==> src/rtl/clr_pkg.sv <==
// Shared types and constants for the clipped line rasterizer.
// No dependencies; imported by every module of the block.
package clr_pkg;

   localparam int SCREEN_WIDTH  = 64;
   localparam int SCREEN_HEIGHT = 64;
   localparam int FRAC_BITS     = 24;
   localparam int PALETTE_SIZE  = 8;
   localparam int MAX_RESULTS   = 64;

   localparam int IN_W      = 16;                      // endpoint field width
   localparam int CLIP_W    = 6;                       // clip register width
   localparam int PIX_W     = CLIP_W;                  // clipped coordinate width
   localparam int COORD_W   = IN_W + 1;                // working coordinate / delta
   localparam int EDGE_W    = COORD_W + 1;             // edge numerator / denominator
   localparam int MUL_W     = EDGE_W;
   localparam int PROD_W    = 2 * MUL_W;
   localparam int DIVD_W    = PROD_W - 1;              // dividend magnitude
   localparam int DIVR_W    = IN_W;                    // divisor width
   localparam int DIV_CNT_W = $clog2(DIVD_W + 1);
   localparam int ADDR_W    = 12;
   localparam int COLOR_W   = 8;
   localparam int PAL_W     = PALETTE_SIZE * COLOR_W;
   localparam int PAL_IDX_W = $clog2(PALETTE_SIZE);
   localparam int RES_CNT_W = $clog2(MAX_RESULTS);
   localparam int CSR_IDX_W = 3;
   localparam int CSR_DATA_W = PAL_W;

   typedef enum logic [CSR_IDX_W-1:0] {
      CSR_CLIP_LEFT   = 3'd0,
      CSR_CLIP_RIGHT  = 3'd1,
      CSR_CLIP_TOP    = 3'd2,
      CSR_CLIP_BOTTOM = 3'd3,
      CSR_PALETTE     = 3'd4
   } csr_index_type;

   typedef enum logic [1:0] {
      EDGE_LEFT, EDGE_RIGHT, EDGE_TOP, EDGE_BOTTOM
   } edge_type;

   typedef enum logic [1:0] {
      MUL_EDGE_1, MUL_EDGE_2, MUL_CLIP_1, MUL_CLIP_2
   } mul_sel_type;

   typedef enum logic [1:0] {
      TGT_X2, TGT_Y2, TGT_X1, TGT_Y1
   } tgt_type;

   typedef enum logic [4:0] {
      ST_IDLE, ST_CHECK, ST_EDGE, ST_MUL_A, ST_MUL_B, ST_TEST, ST_MUL_C,
      ST_MUL_D, ST_UPDATE, ST_CLIP_START, ST_CLIP_MUL1, ST_CLIP_MUL2,
      ST_CLIP_DIV, ST_CLIP_WAIT, ST_SETUP, ST_SLOPE_DIV, ST_SLOPE_WAIT,
      ST_DRAW, ST_REJECT
   } state_type;

   typedef struct packed {
      logic signed [IN_W-1:0] start_x;
      logic signed [IN_W-1:0] start_y;
      logic signed [IN_W-1:0] end_x;
      logic signed [IN_W-1:0] end_y;
      logic                   mode;
      logic [COLOR_W-1:0]     color;
   } req_payload_type;

   typedef struct packed {
      logic [ADDR_W-1:0]  pixel_address;
      logic [COLOR_W-1:0] pixel_color;
      logic               drawn;
      logic               last;
   } rsp_payload_type;

   typedef struct packed {
      logic        load;
      logic        edge_next;
      logic        mul_en;
      mul_sel_type mul_sel;
      logic        pair;
      logic        update;
      tgt_type     tgt;
      logic        div_start;
      logic        div_slope;
      logic        clip_write;
      logic        setup;
      logic        slope_write;
      logic        draw_step;
      logic        emit_reject;
   } cmd_type;

   typedef struct packed {
      logic outside_any;
      logic degenerate;
      logic den_zero;
      logic num_pos;
      logic edge_last;
      logic cond;
      logic leave_clip;
      logic enter_clip;
      logic div_done;
      logic slope_zero;
      logic out_free;
      logic draw_last;
   } status_type;

endpackage

==> src/rtl/clipped_line_rasterizer.sv <==
// Top level of the clipped line rasterizer: controller plus datapath.
// Depends on clr_pkg, clr_ctrl, clr_datapath (and clr_div below it).
//
// Takes one segment per req transfer and returns its pixel writes on rsp, in
// order along the major axis, with last set on the final one; a segment
// rejected by clipping yields a single result with drawn low. A new segment
// is taken only when the previous one has issued its last result into the
// output register. Segments fully inside the clip rectangle start drawing
// after setup and, unless the line is a single pixel, the slope division;
// then one pixel per cycle while rsp is ready. Clipped segments first run
// edge tests on the shared multiplier, then one division per clipped
// coordinate (up to four) on the serial one-bit-per-cycle divider.
// Clip and palette registers must be written only while idle; the block
// itself does not enforce this.
module clipped_line_rasterizer
   import clr_pkg::*;
(
   input  logic                  clock,
   input  logic                  reset,
   input  logic                  req_valid,
   output logic                  req_ready,
   input  req_payload_type       req_data,
   output logic                  rsp_valid,
   input  logic                  rsp_ready,
   output rsp_payload_type       rsp_data,
   input  logic                  csr_write_enable,
   input  logic [CSR_IDX_W-1:0]  csr_index,
   input  logic [CSR_DATA_W-1:0] csr_write_data
);

   cmd_type    cmd;
   status_type status;

   clr_ctrl u_ctrl (
      .clock     (clock),
      .reset     (reset),
      .req_valid (req_valid),
      .req_ready (req_ready),
      .status    (status),
      .cmd       (cmd)
   );

   clr_datapath u_datapath (
      .clock            (clock),
      .reset            (reset),
      .req_data         (req_data),
      .rsp_ready        (rsp_ready),
      .rsp_valid        (rsp_valid),
      .rsp_data         (rsp_data),
      .csr_write_enable (csr_write_enable),
      .csr_index        (csr_index),
      .csr_write_data   (csr_write_data),
      .cmd              (cmd),
      .status           (status)
   );

endmodule

==> src/rtl/clr_div.sv <==
// Radix-2 restoring divider, one quotient bit per cycle, unsigned operands.
// Depends on clr_pkg for widths.
module clr_div
   import clr_pkg::*;
(
   input  logic              clock,
   input  logic              reset,
   input  logic              start,
   input  logic [DIVD_W-1:0] dividend,
   input  logic [DIVR_W-1:0] divisor,
   output logic [DIVD_W-1:0] quotient,
   output logic              done
);

   logic [DIVD_W-1:0]    quo_ff;
   logic [DIVR_W-1:0]    rem_ff;
   logic [DIVR_W-1:0]    dvs_ff;
   logic [DIV_CNT_W-1:0] cnt_ff;
   logic                 done_ff;

   logic [DIVR_W:0] acc;
   logic [DIVR_W:0] diff;

   assign acc  = {rem_ff, quo_ff[DIVD_W-1]};
   assign diff = acc - {1'b0, dvs_ff};

   always_ff @(posedge clock) begin
      if (reset) begin
         cnt_ff  <= '0;
         done_ff <= 1'b0;
      end else if (start) begin
         cnt_ff  <= DIV_CNT_W'(DIVD_W);
         done_ff <= 1'b0;
      end else if (cnt_ff != '0) begin
         cnt_ff <= cnt_ff - 1'b1;
         if (cnt_ff == DIV_CNT_W'(1)) begin
            done_ff <= 1'b1;
         end
      end
   end

   always_ff @(posedge clock) begin
      if (start) begin
         quo_ff <= dividend;
         rem_ff <= '0;
         dvs_ff <= divisor;
      end else if (cnt_ff != '0) begin
         if (!diff[DIVR_W]) begin
            rem_ff <= diff[DIVR_W-1:0];
            quo_ff <= {quo_ff[DIVD_W-2:0], 1'b1};
         end else begin
            rem_ff <= acc[DIVR_W-1:0];
            quo_ff <= {quo_ff[DIVD_W-2:0], 1'b0};
         end
      end
   end

   assign quotient = quo_ff;
   assign done     = done_ff;

endmodule

==> src/rtl/clr_ctrl.sv <==
// Sequencer for clipping, slope setup and pixel walk.
// Depends on clr_pkg; drives the datapath through cmd_type.
module clr_ctrl
   import clr_pkg::*;
(
   input  logic       clock,
   input  logic       reset,
   input  logic       req_valid,
   output logic       req_ready,
   input  status_type status,
   output cmd_type    cmd
);

   state_type state_ff, state_in;
   tgt_type   tgt_ff, tgt_in;

   always_ff @(posedge clock) begin
      if (reset) begin
         state_ff <= ST_IDLE;
         tgt_ff   <= TGT_X2;
      end else begin
         state_ff <= state_in;
         tgt_ff   <= tgt_in;
      end
   end

   always_comb begin
      state_in = state_ff;
      tgt_in   = tgt_ff;
      case (state_ff)
         ST_IDLE: begin
            if (req_valid) state_in = ST_CHECK;
         end
         ST_CHECK: begin
            if (!status.outside_any)    state_in = ST_SETUP;
            else if (status.degenerate) state_in = ST_REJECT;
            else                        state_in = ST_EDGE;
         end
         ST_EDGE: begin
            if (status.den_zero) begin
               if (status.num_pos)        state_in = ST_REJECT;
               else if (status.edge_last) state_in = ST_CLIP_START;
            end else begin
               state_in = ST_MUL_A;
            end
         end
         ST_MUL_A: state_in = ST_MUL_B;
         ST_MUL_B: state_in = ST_TEST;
         ST_TEST:  state_in = status.cond ? ST_REJECT : ST_MUL_C;
         ST_MUL_C: state_in = ST_MUL_D;
         ST_MUL_D: state_in = ST_UPDATE;
         ST_UPDATE: state_in = status.edge_last ? ST_CLIP_START : ST_EDGE;
         ST_CLIP_START: begin
            if (status.leave_clip) begin
               tgt_in   = TGT_X2;
               state_in = ST_CLIP_MUL1;
            end else if (status.enter_clip) begin
               tgt_in   = TGT_X1;
               state_in = ST_CLIP_MUL1;
            end else begin
               state_in = ST_SETUP;
            end
         end
         ST_CLIP_MUL1: state_in = ST_CLIP_MUL2;
         ST_CLIP_MUL2: state_in = ST_CLIP_DIV;
         ST_CLIP_DIV:  state_in = ST_CLIP_WAIT;
         ST_CLIP_WAIT: begin
            if (status.div_done) begin
               case (tgt_ff)
                  TGT_X2: begin
                     tgt_in   = TGT_Y2;
                     state_in = ST_CLIP_MUL1;
                  end
                  TGT_Y2: begin
                     if (status.enter_clip) begin
                        tgt_in   = TGT_X1;
                        state_in = ST_CLIP_MUL1;
                     end else begin
                        state_in = ST_SETUP;
                     end
                  end
                  TGT_X1: begin
                     tgt_in   = TGT_Y1;
                     state_in = ST_CLIP_MUL1;
                  end
                  default: state_in = ST_SETUP;
               endcase
            end
         end
         ST_SETUP: state_in = status.slope_zero ? ST_DRAW : ST_SLOPE_DIV;
         ST_SLOPE_DIV: state_in = ST_SLOPE_WAIT;
         ST_SLOPE_WAIT: begin
            if (status.div_done) state_in = ST_DRAW;
         end
         ST_DRAW: begin
            if (status.out_free && status.draw_last) state_in = ST_IDLE;
         end
         ST_REJECT: begin
            if (status.out_free) state_in = ST_IDLE;
         end
         default: state_in = ST_IDLE;
      endcase
   end

   always_comb begin
      cmd         = '0;
      cmd.tgt     = tgt_ff;
      cmd.mul_sel = MUL_EDGE_1;
      req_ready   = 1'b0;
      case (state_ff)
         ST_IDLE: begin
            req_ready = 1'b1;
            cmd.load  = req_valid;
         end
         ST_EDGE: cmd.edge_next = status.den_zero && !status.num_pos;
         ST_MUL_A: cmd.mul_en = 1'b1;
         ST_MUL_B: begin
            cmd.mul_en  = 1'b1;
            cmd.mul_sel = MUL_EDGE_2;
         end
         ST_MUL_C: begin
            cmd.mul_en = 1'b1;
            cmd.pair   = 1'b1;
         end
         ST_MUL_D: begin
            cmd.mul_en  = 1'b1;
            cmd.mul_sel = MUL_EDGE_2;
            cmd.pair    = 1'b1;
         end
         ST_UPDATE: begin
            cmd.pair      = 1'b1;
            cmd.update    = 1'b1;
            cmd.edge_next = 1'b1;
         end
         ST_CLIP_MUL1: begin
            cmd.mul_en  = 1'b1;
            cmd.mul_sel = MUL_CLIP_1;
         end
         ST_CLIP_MUL2: begin
            cmd.mul_en  = 1'b1;
            cmd.mul_sel = MUL_CLIP_2;
         end
         ST_CLIP_DIV:   cmd.div_start  = 1'b1;
         ST_CLIP_WAIT:  cmd.clip_write = status.div_done;
         ST_SETUP:      cmd.setup      = 1'b1;
         ST_SLOPE_DIV: begin
            cmd.div_start = 1'b1;
            cmd.div_slope = 1'b1;
         end
         ST_SLOPE_WAIT: cmd.slope_write = status.div_done;
         ST_DRAW:       cmd.draw_step   = status.out_free;
         ST_REJECT:     cmd.emit_reject = status.out_free;
         default: ;
      endcase
   end

endmodule

==> src/rtl/clr_datapath.sv <==
// Datapath: clip registers, edge tests, shared multiplier and divider, DDA
// walker and the result register. Depends on clr_pkg and clr_div.
module clr_datapath
   import clr_pkg::*;
(
   input  logic                  clock,
   input  logic                  reset,
   input  req_payload_type       req_data,
   input  logic                  rsp_ready,
   output logic                  rsp_valid,
   output rsp_payload_type       rsp_data,
   input  logic                  csr_write_enable,
   input  logic [CSR_IDX_W-1:0]  csr_index,
   input  logic [CSR_DATA_W-1:0] csr_write_data,
   input  cmd_type               cmd,
   output status_type            status
);

   // configuration
   logic [CLIP_W-1:0] clip_left_ff, clip_right_ff, clip_top_ff, clip_bottom_ff;
   logic [PAL_W-1:0]  palette_ff;

   always_ff @(posedge clock) begin
      if (reset) begin
         clip_left_ff   <= '0;
         clip_right_ff  <= '1;
         clip_top_ff    <= '0;
         clip_bottom_ff <= '1;
         palette_ff     <= '0;
      end else if (csr_write_enable) begin
         case (csr_index_type'(csr_index))
            CSR_CLIP_LEFT:   clip_left_ff   <= csr_write_data[CLIP_W-1:0];
            CSR_CLIP_RIGHT:  clip_right_ff  <= csr_write_data[CLIP_W-1:0];
            CSR_CLIP_TOP:    clip_top_ff    <= csr_write_data[CLIP_W-1:0];
            CSR_CLIP_BOTTOM: clip_bottom_ff <= csr_write_data[CLIP_W-1:0];
            CSR_PALETTE:     palette_ff     <= csr_write_data;
            default: ;
         endcase
      end
   end

   // line registers
   logic signed [COORD_W-1:0] x1_ff, y1_ff, x2_ff, y2_ff, dx_ff, dy_ff;
   logic                      mode_ff;
   logic [COLOR_W-1:0]        color_ff;
   edge_type                  edge_ff;
   logic signed [EDGE_W-1:0]  en_ff, ln_ff;
   logic [DIVR_W-1:0]         ed_ff, ld_ff;
   logic signed [PROD_W-1:0]  prod_ff, prev_ff;
   logic                      neg_ff;

   // edge terms
   logic signed [EDGE_W-1:0] x1_e, y1_e, dx_e, dy_e, num, den, tn, td_full;
   logic signed [EDGE_W-1:0] left_e, right_e, top_e, bottom_e;
   logic                     den_neg, den_zero, den_pos, sel_leave;

   assign x1_e     = {x1_ff[COORD_W-1], x1_ff};
   assign y1_e     = {y1_ff[COORD_W-1], y1_ff};
   assign dx_e     = {dx_ff[COORD_W-1], dx_ff};
   assign dy_e     = {dy_ff[COORD_W-1], dy_ff};
   assign left_e   = {{(EDGE_W-CLIP_W){1'b0}}, clip_left_ff};
   assign right_e  = {{(EDGE_W-CLIP_W){1'b0}}, clip_right_ff};
   assign top_e    = {{(EDGE_W-CLIP_W){1'b0}}, clip_top_ff};
   assign bottom_e = {{(EDGE_W-CLIP_W){1'b0}}, clip_bottom_ff};

   always_comb begin
      case (edge_ff)
         EDGE_LEFT: begin
            num = left_e - x1_e;
            den = dx_e;
         end
         EDGE_RIGHT: begin
            num = x1_e - right_e;
            den = -dx_e;
         end
         EDGE_TOP: begin
            num = top_e - y1_e;
            den = dy_e;
         end
         default: begin
            num = y1_e - bottom_e;
            den = -dy_e;
         end
      endcase
   end

   assign den_neg   = den[EDGE_W-1];
   assign den_zero  = (den == '0);
   assign den_pos   = !den_neg && !den_zero;
   assign tn        = den_neg ? -num : num;
   assign td_full   = den_neg ? -den : den;
   // pair 0 tests rejection, pair 1 tests the update; the bound used flips with den sign
   assign sel_leave = den_pos ^ cmd.pair;

   // shared multiplier
   logic                      leave_tgt, tgt_y;
   logic signed [COORD_W-1:0] coord_sel, delta_sel;
   logic signed [MUL_W-1:0]   mul_a, mul_b;
   logic signed [PROD_W-1:0]  prod;

   assign leave_tgt = (cmd.tgt == TGT_X2) || (cmd.tgt == TGT_Y2);
   assign tgt_y     = (cmd.tgt == TGT_Y2) || (cmd.tgt == TGT_Y1);
   assign coord_sel = tgt_y ? y1_ff : x1_ff;
   assign delta_sel = tgt_y ? dy_ff : dx_ff;

   always_comb begin
      case (cmd.mul_sel)
         MUL_EDGE_1: begin
            mul_a = tn;
            mul_b = {2'b00, (sel_leave ? ld_ff : ed_ff)};
         end
         MUL_EDGE_2: begin
            mul_a = sel_leave ? ln_ff : en_ff;
            mul_b = {2'b00, td_full[DIVR_W-1:0]};
         end
         MUL_CLIP_1: begin
            mul_a = {coord_sel[COORD_W-1], coord_sel};
            mul_b = {2'b00, ld_ff};
         end
         default: begin
            mul_a = leave_tgt ? ln_ff : en_ff;
            mul_b = {delta_sel[COORD_W-1], delta_sel};
         end
      endcase
   end

   assign prod = mul_a * mul_b;

   // divider feed
   logic signed [PROD_W-1:0]  clip_sum, clip_mag;
   logic                      clip_neg;
   logic [DIVD_W-1:0]         div_dividend, div_quo;
   logic [DIVR_W-1:0]         div_divisor;
   logic                      div_done;
   logic signed [PROD_W-1:0]  q_full;
   logic signed [COORD_W-1:0] q_coord;

   logic [PIX_W-1:0] maj_delta_ff, min_delta_ff;

   assign clip_sum = leave_tgt ? (prev_ff + prod_ff) : prod_ff;
   assign clip_neg = clip_sum[PROD_W-1];
   assign clip_mag = clip_neg ? -clip_sum : clip_sum;

   assign div_dividend = cmd.div_slope
      ? {{(DIVD_W-PIX_W-FRAC_BITS){1'b0}}, min_delta_ff, {FRAC_BITS{1'b0}}}
      : clip_mag[DIVD_W-1:0];
   assign div_divisor = cmd.div_slope ? {{(DIVR_W-PIX_W){1'b0}}, maj_delta_ff}
                                      : (leave_tgt ? ld_ff : ed_ff);

   clr_div u_div (
      .clock    (clock),
      .reset    (reset),
      .start    (cmd.div_start),
      .dividend (div_dividend),
      .divisor  (div_divisor),
      .quotient (div_quo),
      .done     (div_done)
   );

   // quotient truncates toward zero: divide magnitudes, then restore sign
   assign q_full  = neg_ff ? -{1'b0, div_quo} : {1'b0, div_quo};
   assign q_coord = q_full[COORD_W-1:0];

   always_ff @(posedge clock) begin
      if (cmd.load) begin
         x1_ff    <= {req_data.start_x[IN_W-1], req_data.start_x};
         y1_ff    <= {req_data.start_y[IN_W-1], req_data.start_y};
         x2_ff    <= {req_data.end_x[IN_W-1], req_data.end_x};
         y2_ff    <= {req_data.end_y[IN_W-1], req_data.end_y};
         dx_ff    <= {req_data.end_x[IN_W-1], req_data.end_x}
                   - {req_data.start_x[IN_W-1], req_data.start_x};
         dy_ff    <= {req_data.end_y[IN_W-1], req_data.end_y}
                   - {req_data.start_y[IN_W-1], req_data.start_y};
         mode_ff  <= req_data.mode;
         color_ff <= req_data.color;
         en_ff    <= '0;
         ed_ff    <= DIVR_W'(1);
         ln_ff    <= EDGE_W'(1);
         ld_ff    <= DIVR_W'(1);
      end else begin
         if (cmd.update && status.cond) begin
            if (sel_leave) begin
               ln_ff <= tn;
               ld_ff <= td_full[DIVR_W-1:0];
            end else begin
               en_ff <= tn;
               ed_ff <= td_full[DIVR_W-1:0];
            end
         end
         if (cmd.clip_write) begin
            case (cmd.tgt)
               TGT_X2:  x2_ff <= q_coord;
               TGT_Y2:  y2_ff <= q_coord;
               TGT_X1:  x1_ff <= x1_ff + q_coord;
               default: y1_ff <= y1_ff + q_coord;
            endcase
         end
      end
   end

   always_ff @(posedge clock) begin
      if (cmd.load) begin
         edge_ff <= EDGE_LEFT;
      end else if (cmd.edge_next) begin
         case (edge_ff)
            EDGE_LEFT:  edge_ff <= EDGE_RIGHT;
            EDGE_RIGHT: edge_ff <= EDGE_TOP;
            default:    edge_ff <= EDGE_BOTTOM;
         endcase
      end
   end

   always_ff @(posedge clock) begin
      if (cmd.mul_en) begin
         prod_ff <= prod;
         prev_ff <= prod_ff;
      end
      if (cmd.div_start) begin
         neg_ff <= !cmd.div_slope && clip_neg;
      end
   end

   // draw setup on clipped coordinates, which lie inside the rectangle
   logic [PIX_W-1:0] sx1, sy1, sx2, sy2, h, v, ax, ay, bx, by;
   logic             x_major, do_swap;

   assign sx1 = x1_ff[PIX_W-1:0];
   assign sy1 = y1_ff[PIX_W-1:0];
   assign sx2 = x2_ff[PIX_W-1:0];
   assign sy2 = y2_ff[PIX_W-1:0];
   assign h   = (sx2 > sx1) ? sx2 - sx1 : sx1 - sx2;
   assign v   = (sy2 > sy1) ? sy2 - sy1 : sy1 - sy2;
   assign x_major = h >= v;
   assign do_swap = x_major ? (sx1 > sx2) : (sy1 > sy2);
   assign ax = do_swap ? sx2 : sx1;
   assign ay = do_swap ? sy2 : sy1;
   assign bx = do_swap ? sx1 : sx2;
   assign by = do_swap ? sy1 : sy2;

   logic                  x_major_ff, dir_neg_ff;
   logic [PIX_W-1:0]      maj_ff, min_ff, rem_ff;
   logic [RES_CNT_W-1:0]  pix_cnt_ff;
   logic [FRAC_BITS-1:0]  ds_ff;
   logic [FRAC_BITS:0]    m_ff, ds_sum;
   logic [PIX_W-1:0]      px, py;
   logic [PAL_IDX_W-1:0]  pal_idx;
   logic [ADDR_W-1:0]     pix_addr;
   logic [COLOR_W-1:0]    pix_color;
   logic                  draw_last;

   assign ds_sum    = {1'b0, ds_ff} + m_ff;
   assign px        = x_major_ff ? maj_ff : min_ff;
   assign py        = x_major_ff ? min_ff : maj_ff;
   assign pal_idx   = pix_cnt_ff[PAL_IDX_W-1:0];
   assign pix_addr  = ADDR_W'(py) * ADDR_W'(SCREEN_WIDTH) + ADDR_W'(px);
   assign pix_color = mode_ff ? palette_ff[{pal_idx, 3'b000} +: COLOR_W] : color_ff;
   assign draw_last = (rem_ff == '0) || (pix_cnt_ff == RES_CNT_W'(MAX_RESULTS - 1));

   always_ff @(posedge clock) begin
      if (cmd.setup) begin
         x_major_ff   <= x_major;
         maj_ff       <= x_major ? ax : ay;
         min_ff       <= x_major ? ay : ax;
         dir_neg_ff   <= x_major ? (ay > by) : (ax > bx);
         rem_ff       <= x_major ? h : v;
         maj_delta_ff <= x_major ? h : v;
         min_delta_ff <= x_major ? v : h;
         pix_cnt_ff   <= '0;
         ds_ff        <= FRAC_BITS'((1 << (FRAC_BITS - 1)) - 1);
         m_ff         <= '0;
      end else if (cmd.slope_write) begin
         m_ff <= div_quo[FRAC_BITS:0];
      end else if (cmd.draw_step) begin
         pix_cnt_ff <= pix_cnt_ff + 1'b1;
         rem_ff     <= rem_ff - 1'b1;
         ds_ff      <= ds_sum[FRAC_BITS-1:0];
         maj_ff     <= maj_ff + 1'b1;
         if (ds_sum[FRAC_BITS]) begin
            min_ff <= dir_neg_ff ? min_ff - 1'b1 : min_ff + 1'b1;
         end
      end
   end

   // result register
   logic            rsp_valid_ff;
   rsp_payload_type rsp_data_ff;
   logic            out_free;

   assign out_free = !rsp_valid_ff || rsp_ready;

   always_ff @(posedge clock) begin
      if (reset) begin
         rsp_valid_ff <= 1'b0;
      end else if (cmd.draw_step || cmd.emit_reject) begin
         rsp_valid_ff <= 1'b1;
      end else if (rsp_ready) begin
         rsp_valid_ff <= 1'b0;
      end
   end

   always_ff @(posedge clock) begin
      if (cmd.draw_step) begin
         rsp_data_ff.pixel_address <= pix_addr;
         rsp_data_ff.pixel_color   <= pix_color;
         rsp_data_ff.drawn         <= 1'b1;
         rsp_data_ff.last          <= draw_last;
      end else if (cmd.emit_reject) begin
         rsp_data_ff.pixel_address <= '0;
         rsp_data_ff.pixel_color   <= '0;
         rsp_data_ff.drawn         <= 1'b0;
         rsp_data_ff.last          <= 1'b1;
      end
   end

   assign rsp_valid = rsp_valid_ff;
   assign rsp_data  = rsp_data_ff;

   // status
   logic out1, out2;

   function automatic logic pt_outside(input logic signed [EDGE_W-1:0] x,
                                       input logic signed [EDGE_W-1:0] y,
                                       input logic signed [EDGE_W-1:0] l,
                                       input logic signed [EDGE_W-1:0] r,
                                       input logic signed [EDGE_W-1:0] t,
                                       input logic signed [EDGE_W-1:0] b);
      return (x < l) || (x > r) || (y < t) || (y > b);
   endfunction

   assign out1 = pt_outside(x1_e, y1_e, left_e, right_e, top_e, bottom_e);
   assign out2 = pt_outside({x2_ff[COORD_W-1], x2_ff}, {y2_ff[COORD_W-1], y2_ff},
                            left_e, right_e, top_e, bottom_e);

   always_comb begin
      status             = '0;
      status.outside_any = out1 || out2;
      status.degenerate  = (x1_ff == x2_ff) && (y1_ff == y2_ff);
      status.den_zero    = den_zero;
      status.num_pos     = !num[EDGE_W-1] && (num != '0);
      status.edge_last   = (edge_ff == EDGE_BOTTOM);
      status.cond        = den_pos ? (prev_ff > prod_ff) : (prev_ff < prod_ff);
      status.leave_clip  = ln_ff < $signed({2'b00, ld_ff});
      status.enter_clip  = en_ff > $signed(EDGE_W'(0));
      status.div_done    = div_done;
      status.slope_zero  = (h == '0) && (v == '0);
      status.out_free    = out_free;
      status.draw_last   = draw_last;
   end

endmodule

==> config.mk <==
export PLATFORM = sky130hd
export DESIGN_NAME = clipped_line_rasterizer
export DESIGN_NICKNAME = d
export VERILOG_FILES = /design/src/rtl/clr_pkg.sv /design/src/rtl/clipped_line_rasterizer.sv /design/src/rtl/clr_div.sv /design/src/rtl/clr_ctrl.sv /design/src/rtl/clr_datapath.sv
export SDC_FILE = /design/constraint.sdc
export NUM_CORES = 2
export LEC_CHECK = 0
export ABC_CLOCK_PERIOD_IN_PS = 13600
export BUFFER_PORTS_ARGS = -buffer_cell sky130_fd_sc_hd__buf_2
export CAP_MARGIN = 25
export CORE_MARGIN = 1
export CORE_UTILIZATION = 50
export CTS_CLUSTER_DIAMETER = 30
export CTS_CLUSTER_SIZE = 8
export DETAILED_ROUTE_END_ITERATION = 10
export GPL_TIMING_DRIVEN = 0
export PLACE_DENSITY = 0.73
export SYNTH_ARGS = -nofsm -noshare
export SYNTH_HDL_FRONTEND = slang
export SYNTH_HIERARCHICAL = 1
export SYNTH_SLANG_ARGS = --single-unit
==> constraint.sdc <==
create_clock -name clock -period 13.6 [get_ports clock]
set_clock_uncertainty 0.1 [all_clocks]
set_input_delay 1.36 -clock clock [delete_from_list [all_inputs] [get_ports clock]]
set_output_delay 1.36 -clock clock [all_outputs]
set_load 0.03 [all_outputs]
==> out/metrics.csv <==
stage,metric,value,unit
cells_and_area,Nets,7182,
routing,DRC,0,
worst_setup_path,Critical Path AT,13340,ps
synthesis,Yosys warning total,6,
cells_and_area,register area,13600,µm²
floorplan,core box area,103000,µm²
clock_tree,clk slew on worst S/H paths,40,ps
routing,Post-Route WL,173000,µm
power_and_ir_drop,leakage,0.0254,µW
grt,initial antenna violation count,5,
sta,final setup violation count,0,
clock_tree,clk sinks,533,
cells_and_area,number of antenna diodes,0,
clock_tree,Clock Latency Late Sink,750,ps
worst_setup_path,"most used cell, CP",inv_1,
clock_tree,total CTS buffers,134,
cells_and_area,Post-Layout Cell Count,7806,
cells_and_area,area delta synth->final,14.6,%
synthesis,sequential element share of the synthesized area,26.0,%
synthesis,Syn Area/Cell,8.73,µm²
synthesis,Syn Nets,6843,
job,MaxCap Viol Count,0,
worst_setup_path,crit path capture type,flop,
worst_setup_path,Crit Path Class,flop to flop,
sta,Peak Freq,0.0769,GHz
sta,"Hold Vio Cnt, Final",0,
synthesis,distinct cell type count after synthesis,117,
placed_design,IO buf count,168,
synthesis,Post-synth EDFFs,288,
worst_setup_path,Critical-path top delay cell,mux4_2,
synthesis,ys flop type,edfxtp_1,
worst_setup_path,Startpoint Class,flop,
clock_tree,Root Buffer,clkbuf_16,
power_and_ir_drop,VDD IR max,333,µV
routing,Vias,46800,
sta,Slew @ Worst Pin,1150,ps
cells_and_area,design area,59800,µm²
power_and_ir_drop,pwr dens,277,nW/µm²
cells_and_area,# fillers,9029,
routing,post-route ant nets,0,
hold_path,Hold Crit Class,flop to flop,
synthesis,Syn Inst Count,5978,
grt,largest net degree at the start of global routing,37,
synthesis,cell area after synthesis,52200,µm²
cells_and_area,Final Util,57.8,%
floorplan,Die X,325,µm
routing,Via-to-Cell Ratio,6.00,
clock_tree,CTS tree,built,
routing,wire length per cell,22.1,µm
grt,number of global-route vias before repair,45900,
worst_setup_path,crit-path max cell delay,620,ps
floorplan,Die ar.,106000,µm²
sta,Slew HR,22.5,%
worst_setup_path,"Req. time, crit path",13940,ps
grt,grt total ovfl,0,
clock_tree,"Setup Fix Bufs, Post-CTS",0,
routing,DR pass1 iterations,9,
grt,first-pass GRT wire length,265000,µm
floorplan,die height,325,µm
synthesis,Post-synth ARST share,0,%
placed_design,placed instance area,55000,µm²
placed_design,RePlAce Congestion,1.02,
sta,Final Worst Setup Slack,603,ps
grt,global-route usage over all layers,32.3,%
cells_and_area,share of layout cells above drive strength 1,10.7,%
floorplan,initial core utilization,50.4,%
placed_design,post-DP HPWL,137000,µm
worst_setup_path,"Max FO, Critical Path",19,
sta,crit share post-route,95.6,%
routing,1st-iter DRT viols,5244,
sta,fin. max-slew vios,0,
outcome,status,completed,
floorplan,row cnt,118,
sta,RSZ-0062 raised after global routing,no,
clock_tree,clk buf depth,3,
placed_design,Placed Cells,7561,
synthesis,synthesized flop and latch total,533,
floorplan,# IOs,169,
sta,min Tclk post-route,13000,ps
cells_and_area,multi-input logic area,34700,µm²
clock_tree,H-tree levels,4,
placed_design,Post-Place Worst Slack,-799,ps
## registers in the layout, indices dropped and copies added (netlist names), 17 cells and up
name and flops:
u_datapath/palette_ff 64, u_datapath/m_ff 25, u_datapath/y2_ff 17, u_datapath/rsp_data 22
u_datapath/ds_ff 24, u_datapath/x2_ff 17, u_datapath/y1_ff 17, u_datapath/u_div/quotient 35
u_datapath/prod_ff 36, u_datapath/ln_ff 18, u_datapath/dx_ff 17, u_datapath/dy_ff 17
u_datapath/prev_ff 36, u_datapath/en_ff 18, u_datapath/x1_ff 17
## metrics by stage
stage | total power, µW | hold WS [ps] | setup TNS (ps)
2_1_floorplan | 9680 | 333 | 0
3_3_place_gp | 12800 | 341 | -373720
3_5_place_dp | 13000 | 347 | -3590
4_1_cts | 16300 | 352 | 0
5_1_grt | 17700 | 368 | 0
6_report | 16600 | 350 | 0
## timing repair
item                                    4_1_cts  5_1_grt
endpoints found under the setup margin        9        8
gates cloned                                  0        0
hold buffers                                  0        0
endpoints found under the hold margin         0        0
resized for setup                             6        9
## cell usage in the layout, fill, tap and decap left out, types with 34 or more instances in the layout
cell type    n
buf_4       37
clkbuf_16  137
a21o_1      77
fa_1       340
and2_1      56
buf_2      217
nor2_1     571
nand2_1    607
nand4_1     34
nand3_1     93
o31ai_1     38
nor3_1     106
dfxtp_1    245
nor4_1      50
or3_1       41
inv_1      733
mux2i_1    214
a31oi_1     41
ha_1       380
mux2_2      72
clkbuf_1   197
buf_1       36
a211oi_1    62
o211ai_1    55
a21oi_1    349
nor2b_1    111
o21ai_0    257
xnor2_1    162
nand2b_1    72
edfxtp_1   288
xor2_1     106
## cell type report
cell class                 count  area share, %
clock inverter                73           1.67
tap                         1380           2.89
timing repair buffer         206           1.92
clock buffer                 172           6.17
multi-input combinational   4426           58.0
sequential                   533           22.7
inverter                     735           4.61
buffer                       281           2.06
## power by group
| part | leakage [µW] | internal, µW | total, µW | switching, µW |
|---|---|---|---|---|
| clock network | 0.00226 | 2160 | 3230 | 1070 |
| logic | 0.0185 | 3700 | 10500 | 6840 |
| registers | 0.00464 | 2380 | 2800 | 420 |
| total | 0.0254 | 8240 | 16600 | 8330 |
## final timing paths
check | cells after the start | end | from | slack, ps
setup reg to reg | 41 | u_datapath/prod_ff[35] | u_datapath/edge_ff[0] | 600
setup / recovery | 41 | u_datapath/prod_ff[35] | u_datapath/edge_ff[0] | 600
hold reg to reg | 2 | u_datapath/palette_ff[42] | u_datapath/palette_ff[42] | 350
hold / removal | 2 | u_datapath/palette_ff[42] | u_datapath/palette_ff[42] | 350
## synthesized netlist by cell type, types with 18 or more instances
master	instances	share of area (%)
inv_1	733	5.3
nand2_1	607	4.4
nor2_1	571	4.1
ha_1	380	9.1
a21oi_1	349	3.3
fa_1	340	13
edfxtp_1	288	17
o21ai_0	262	2.5
dfxtp_1	245	9.4
mux2i_1	214	4.1
clkbuf_1	177	1.3
xnor2_1	162	2.7
nor2b_1	111	1.3
nor3_1	107	1.0
xor2_1	106	1.8
nand3_1	93	0.89
a21o_1	77	1.1
nand2b_1	73	0.88
mux2_2	72	1.6
a211oi_1	62	0.89
and2_1	57	0.68
o211ai_1	55	0.79
nor4_1	50	0.60
a31oi_1	41	0.49
or3_1	41	0.49
buf_1	40	0.29
buf_2	40	0.38
o31ai_1	38	0.55
nand4_1	34	0.41
a21boi_0	33	0.47
o21a_1	33	0.47
o21bai_1	31	0.45
mux4_2	25	1.1
or4_1	24	0.35
or2_2	22	0.26
a311oi_1	18	0.30
and3_1	18	0.22
## critical path, delay by kind of cell (launching register included)
family | cells | cell delay [ps]
fa+ha+maj | 8 | 3450
flops | 1 | 300
compound gates | 10 | 2800
xor+xnor | 1 | 280
simple gates | 8 | 2060
buf+inv | 11 | 2080
mux | 3 | 1610
## metal layers
layer,vias up,share of wire [%],track usage [%]
li1,21300,-,-
met1,22600,41,43.1
met2,2401,44,49.7
met3,512,9.4,6.37
met4,0,5.4,17.0
met5,-,0,0
## kinds of logic (layout without fill, tap and decap cells)
family | Yosys count | after routing | synth area share [%]
compound gates | 1236 | 1236 | 15.7
xor+xnor | 270 | 270 | 4.61
fa+ha+maj | 722 | 722 | 22.2
buf+inv | 1019 | 1467 | 7.66
flops | 533 | 533 | 26.0
mux | 317 | 317 | 6.97
simple gates | 1881 | 1881 | 16.9
(Power assumes the default switching activity.)
